$ cat src/sv/ufef_pkg.sv
// Shared types and constants of the union-find edge filter.
// Holds opcodes, microcode condition codes and the control word passed
// from the sequencer to the datapath. Depends on nothing.
package ufef_pkg;

	localparam int unsigned NODE_W  = 10;
	localparam int unsigned COUNT_W = 10;
	localparam int unsigned OP_W    = 2;
	localparam int unsigned STEP_W  = 4;
	localparam logic [COUNT_W-1:0] COUNT_MAX = {COUNT_W{1'b1}};
	localparam logic [NODE_W-1:0]  NODE_COUNT_RST = 10'd1023;

	typedef enum logic [OP_W-1:0] {
		OP_CLEAR = 2'd0,
		OP_LINK  = 2'd1,
		OP_OFFER = 2'd2
	} op_t;

	typedef enum logic [3:0] {
		C_NEXT,
		C_ALWAYS,
		C_NOFIRE,
		C_OPCLR,
		C_OPNONE,
		C_RDNE,
		C_CUREQ,
		C_SELB,
		C_CLRDONE,
		C_BUSY
	} cond_t;

	typedef enum logic [1:0] {
		RD_NONE,
		RD_ROOT,
		RD_CUR
	} rd_sel_t;

	typedef enum logic [1:0] {
		WR_NONE,
		WR_CUR,
		WR_PA,
		WR_CLR
	} wr_sel_t;

	typedef struct packed {
		logic    take;
		logic    ld_quot;
		logic    ld_idx;
		logic    ld_find;
		rd_sel_t rd_sel;
		wr_sel_t wr_sel;
		logic    ld_root_rd;
		logic    ld_cur_rd;
		logic    ld_pa;
		logic    ld_union;
		logic    clr_init;
		logic    clr_inc;
		logic    ld_out;
	} ctl_t;

	typedef struct packed {
		cond_t             cond;
		logic [STEP_W-1:0] tgt;
		ctl_t              ctl;
	} ucode_t;

	typedef struct packed {
		logic fire;
		logic op_clr;
		logic op_none;
		logic rd_ne_root;
		logic cur_eq_root;
		logic sel_b;
		logic clr_done;
		logic out_busy;
	} status_t;

endpackage

$ cat src/sv/ufef_sequencer.sv
// Microcode sequencer: step counter, program table and jump logic.
// Drives the datapath with one control word per step. Depends on ufef_pkg.
module ufef_sequencer import ufef_pkg::*; (
	input  logic    clk,
	input  logic    arst_n,
	input  status_t status,
	output ctl_t    ctl
);

	localparam logic [STEP_W-1:0] S_IDLE  = 4'd0;
	localparam logic [STEP_W-1:0] S_DISP  = 4'd1;
	localparam logic [STEP_W-1:0] S_CHKOP = 4'd2;
	localparam logic [STEP_W-1:0] S_FINIT = 4'd3;
	localparam logic [STEP_W-1:0] S_WRD   = 4'd4;
	localparam logic [STEP_W-1:0] S_WCHK  = 4'd5;
	localparam logic [STEP_W-1:0] S_CCHK  = 4'd6;
	localparam logic [STEP_W-1:0] S_CWR   = 4'd7;
	localparam logic [STEP_W-1:0] S_FEND  = 4'd8;
	localparam logic [STEP_W-1:0] S_NEXTB = 4'd9;
	localparam logic [STEP_W-1:0] S_UNION = 4'd10;
	localparam logic [STEP_W-1:0] S_FIN   = 4'd11;
	localparam logic [STEP_W-1:0] S_EMIT  = 4'd12;
	localparam logic [STEP_W-1:0] S_CL0   = 4'd13;
	localparam logic [STEP_W-1:0] S_CL1   = 4'd14;
	localparam logic [STEP_W-1:0] S_CL2   = 4'd15;

	logic [STEP_W-1:0] step_q;
	ucode_t            uw;
	logic              jump;

	function automatic ucode_t rom(input logic [STEP_W-1:0] s);
		ucode_t w;
		w = '0;
		w.cond = C_NEXT;
		w.tgt = S_IDLE;
		w.ctl.rd_sel = RD_NONE;
		w.ctl.wr_sel = WR_NONE;
		unique case (s)
			S_IDLE: begin
				w.ctl.take = 1'b1;
				w.cond = C_NOFIRE;
				w.tgt = S_IDLE;
			end
			S_DISP: begin
				w.ctl.ld_quot = 1'b1;
				w.cond = C_OPCLR;
				w.tgt = S_CL0;
			end
			S_CHKOP: begin
				w.ctl.ld_idx = 1'b1;
				w.cond = C_OPNONE;
				w.tgt = S_FIN;
			end
			S_FINIT: begin
				w.ctl.ld_find = 1'b1;
			end
			S_WRD: begin
				w.ctl.rd_sel = RD_ROOT;
			end
			S_WCHK: begin
				w.ctl.ld_root_rd = 1'b1;
				w.cond = C_RDNE;
				w.tgt = S_WRD;
			end
			S_CCHK: begin
				w.ctl.rd_sel = RD_CUR;
				w.cond = C_CUREQ;
				w.tgt = S_FEND;
			end
			S_CWR: begin
				w.ctl.wr_sel = WR_CUR;
				w.ctl.ld_cur_rd = 1'b1;
				w.cond = C_ALWAYS;
				w.tgt = S_CCHK;
			end
			S_FEND: begin
				w.cond = C_SELB;
				w.tgt = S_UNION;
			end
			S_NEXTB: begin
				w.ctl.ld_pa = 1'b1;
				w.cond = C_ALWAYS;
				w.tgt = S_FINIT;
			end
			S_UNION: begin
				w.ctl.wr_sel = WR_PA;
				w.ctl.ld_union = 1'b1;
			end
			S_FIN: begin
				w.cond = C_BUSY;
				w.tgt = S_FIN;
			end
			S_EMIT: begin
				w.ctl.ld_out = 1'b1;
				w.cond = C_ALWAYS;
				w.tgt = S_IDLE;
			end
			S_CL0: begin
				w.ctl.clr_init = 1'b1;
			end
			S_CL1: begin
				w.cond = C_CLRDONE;
				w.tgt = S_FIN;
			end
			S_CL2: begin
				w.ctl.wr_sel = WR_CLR;
				w.ctl.clr_inc = 1'b1;
				w.cond = C_ALWAYS;
				w.tgt = S_CL1;
			end
			default: begin
				w.cond = C_ALWAYS;
				w.tgt = S_IDLE;
			end
		endcase
		return w;
	endfunction

	assign uw = rom(step_q);
	assign ctl = uw.ctl;

	always_comb begin
		unique case (uw.cond)
			C_NEXT:    jump = 1'b0;
			C_ALWAYS:  jump = 1'b1;
			C_NOFIRE:  jump = !status.fire;
			C_OPCLR:   jump = status.op_clr;
			C_OPNONE:  jump = status.op_none;
			C_RDNE:    jump = status.rd_ne_root;
			C_CUREQ:   jump = status.cur_eq_root;
			C_SELB:    jump = status.sel_b;
			C_CLRDONE: jump = status.clr_done;
			C_BUSY:    jump = status.out_busy;
			default:   jump = 1'b0;
		endcase
	end

	always_ff @(posedge clk or negedge arst_n) begin
		if (!arst_n) begin
			step_q <= S_IDLE;
		end else begin
			step_q <= jump ? uw.tgt : step_q + 1'b1;
		end
	end

endmodule

$ cat config.mk
export PLATFORM = sky130hd
export DESIGN_NAME = ufef_sequencer
export DESIGN_NICKNAME = d
export VERILOG_FILES = /design/src/sv/ufef_pkg.sv /design/src/sv/ufef_sequencer.sv
export SDC_FILE = /design/constraint.sdc
export NUM_CORES = 1
export LEC_CHECK = 0
export BUFFER_PORTS_ARGS = -buffer_cell sky130_fd_sc_hd__clkbuf_2
export CAP_MARGIN = 20
export CORE_MARGIN = 1.5
export CORE_UTILIZATION = 25
export DETAILED_ROUTE_END_ITERATION = 7
export GPL_TIMING_DRIVEN = 0
export PLACE_DENSITY_LB_ADDON = 0.25
export RECOVER_POWER = 25
export SETUP_SLACK_MARGIN = 0.2
export SYNTH_ARGS = -nofsm -noshare
export SYNTH_HDL_FRONTEND = slang
export SYNTH_SLANG_ARGS = --single-unit
$ cat constraint.sdc
create_clock -name clk -period 2.5 [get_ports clk]
set_input_delay 0.25 -clock clk [delete_from_list [all_inputs] [get_ports clk]]
set_output_delay 0.25 -clock clk [all_outputs]
set_load 0.1 [all_outputs]
==> impl_metrics.tcl <==
set metrics [dict create \
    outcome "complete, no violations" \
    fin_ws_ns 0.273 \
    cts-root-buf "clkbuf_4" \
    reg.largest.list "step_q x4" \
    crit_start "step_q[0]$_DFF_PN0_" \
    cap_violations 0 \
    drc 0 \
    syn_nets 102 \
    die_h_um 56.1 \
    io_pins 25 \
    synth_cells 88 \
    cp_max_fo 10 \
    cts_tree "built" \
    hold_class "in2async" \
    wirelength_um 1900 \
    ant_nets 0 \
    setup_viol 0 \
    fin_nets 132 \
    vias_per_cell 5.29 \
    path_cells "ha_1, buf_4, a211o_1, nand4_1, a21oi_1, o32ai_4, mux2i_1" \
    synth-seq-area-share 0.142 \
    worstReg2RegStart "step_q[0]$_DFF_PN0_" \
    cp_top_family "compound AO/OA/AOI/OAI gates" \
    worst-path-buf-inv 1 \
    worstSetupEndpointType "register" \
    largest-register "step_q" \
    synth_area_sq_um 704 \
    dp_hpwl_um 1500 \
    critPathKind "reg2reg" \
    critPathRequiredTime_ns 2.64 \
    crit_arrival_ns 2.37 \
    start_util 0.260 \
    wl_per_cell_um 12.9 \
    rows 19 \
    cts_num_sinks 4 \
    final_cell_mix "clkbuf_2 (21), a21oi_1 (8), inv_1 (7), clkbuf_4 (7)" \
    cp_slowest_cell "dfrtp_1" \
    slew_headroom 0.638 \
    antenna_cells 0 \
    grt_usage 0.114 \
    clk_latency_ns 0.23 \
    yosys_warnings 0 \
    synth_cell_types 37 \
    cts_setup_buffers 0 \
    max_stage_delay_ns 0.41 \
    worst_slew_pin_slew_ns 0.546 \
    dr.pass1.iters 4 \
    clockBufferDepth 2 \
    grt_pass1_vias 687 \
    rr_worst_depth 7 \
    dp_cells 143 \
    min_period_ns 2.23 \
    finalWeightedCongestion 0.794 \
    drtIter0Drc 19 \
    drv_slew 0 \
    die_w_um 56.1 \
    overflow 0 \
    path_clk_slew_ns 0.04 \
    syn2layout_area_growth_pct 37.1 \
    vias 777 \
    synth.avg_cell_area_sq_um 8.00 \
    grt_pass1_wl_um 3030 \
    io_buffers 24 \
    yosysTopAreaCell "dfrtp_1" \
    antenna_found_initial 0 \
    final_common_cell "clkbuf_2" \
    core_area_sq_mm 0.00271 \
    rsz0062_at_grt "true" \
    cts_max_level 1 \
    yosysTopAreaCellShare 0.142 \
    max_freq_mhz 449 \
    drive_gt1_frac 0.440 \
    period_share 0.891 \
    hold_viol 0 \
    grt_max_degree 11 \
    critical_path.startpoint_type "register" \
    final_cells 147 \
    pre_cts_slack_ns 0.189 \
    cts_buffers 3 \
    synthTopCellsByArea "dfrtp_1 (14%), ha_1 (7.1%), mux2i_1 (7.1%), a21oi_1 (5.7%), nor3_1 (5.0%)" \
    crit_cells 7 \
    die_area_sq_mm 0.00314 \
    fin_util 0.356 \
    skew_ns 0.00524 \
    synth_seq_cells 4 \
    largest_reg_flops 4 \
]
-- metal layers --
layer,vias up,share of wire,global-route usage
met5,-,0,0
met2,23,0.45,0.192
met4,0,0,0.0102
met1,365,0.50,0.154
met3,0,0.050,0.0279
li1,389,-,-
-- worst paths after layout --
path                            slack (ns)             endpoint
worst min-delay path                  0.37  step_q[0]$_DFF_PN0_
worst max-delay path                  0.27  step_q[1]$_DFF_PN0_
min in group clk                      0.54  step_q[0]$_DFF_PN0_
max in group asynchronous             1.95  step_q[2]$_DFF_PN0_
worst min register to register        0.54  step_q[0]$_DFF_PN0_
worst max register to register        0.27  step_q[1]$_DFF_PN0_
-- area by class of cell --
| cell class | instances | area [sq um] |
|---|---|---|
| Sequential cell | 4 | 100 |
| Timing Repair Buffer | 25 | 139 |
| Tap cell | 31 | 38.8 |
| Multi-Input combinational cell | 71 | 604 |
| Clock buffer | 3 | 22.5 |
| Buffer | 6 | 35.0 |
| Fill cell | 289 | 1740 |
| Inverter | 7 | 26.3 |
-- timing repair --
| action | 4_1_cts | 5_1_grt |
|---|---|---|
| endpoints found under the hold margin | 4 | 0 |
| resized for setup | 4 | 15 |
| hold buffers | 1 | 0 |
| pin swaps | 0 | 1 |
| setup endpoints to repair | 5 | 14 |
-- synthesized netlist by cell type --
library cell,instances
a21oi_1,8
inv_1,7
nor3_1,7
and2_1,5
mux2i_1,5
nor2_1,5
and3_1,4
dfrtp_1,4
ha_1,4
o31ai_1,4
nand4_1,3
buf_4,2
clkbuf_1,2
nand3_1,2
o22ai_1,2
o32a_1,2
xnor2_1,2
a211o_1,1
a211oi_1,1
a2bb2oi_1,1
a31oi_1,1
and2b_1,1
and4bb_4,1
buf_1,1
buf_2,1
mux2_2,1
nand2b_1,1
nand4bb_1,1
nor2b_1,1
nor4_1,1
o31a_1,1
o32ai_1,1
o32ai_4,1
o41ai_4,1
or2_1,1
or2_2,1
or3_1,1
-- cell families after synthesis --
logic type,after synthesis,share of synthesized area
simple gates,35,0.300
mux,6,0.0870
flops,4,0.142
fa+ha+maj,4,0.0711
xor+xnor,2,0.0249
compound gates,24,0.293
buf+inv,13,0.0817
-- worst register-to-register path, stage by stage (launching register included) --
cell and delay, ns:
dfrtp_1 0.41, ha_1 0.29, buf_4 0.21, a211o_1 0.35, nand4_1 0.12, a21oi_1 0.11, o32ai_4 0.40, mux2i_1 0.25
-- stage by stage --
step | area (sq um) | hold slack [ns] | setup TNS (ns)
after floorplan | 728 | -0.0456 | -1.85
after global placement | 887 | 0.0588 | 0
after detailed placement | 887 | 0.0584 | 0
after CTS | 932 | 0.352 | 0
after global routing | 966 | 0.378 | 0
final | 966 | 0.367 | 0
Power is not shown: default switching activity piles up to over one toggle a cycle in this logic, so the estimate is an artifact.
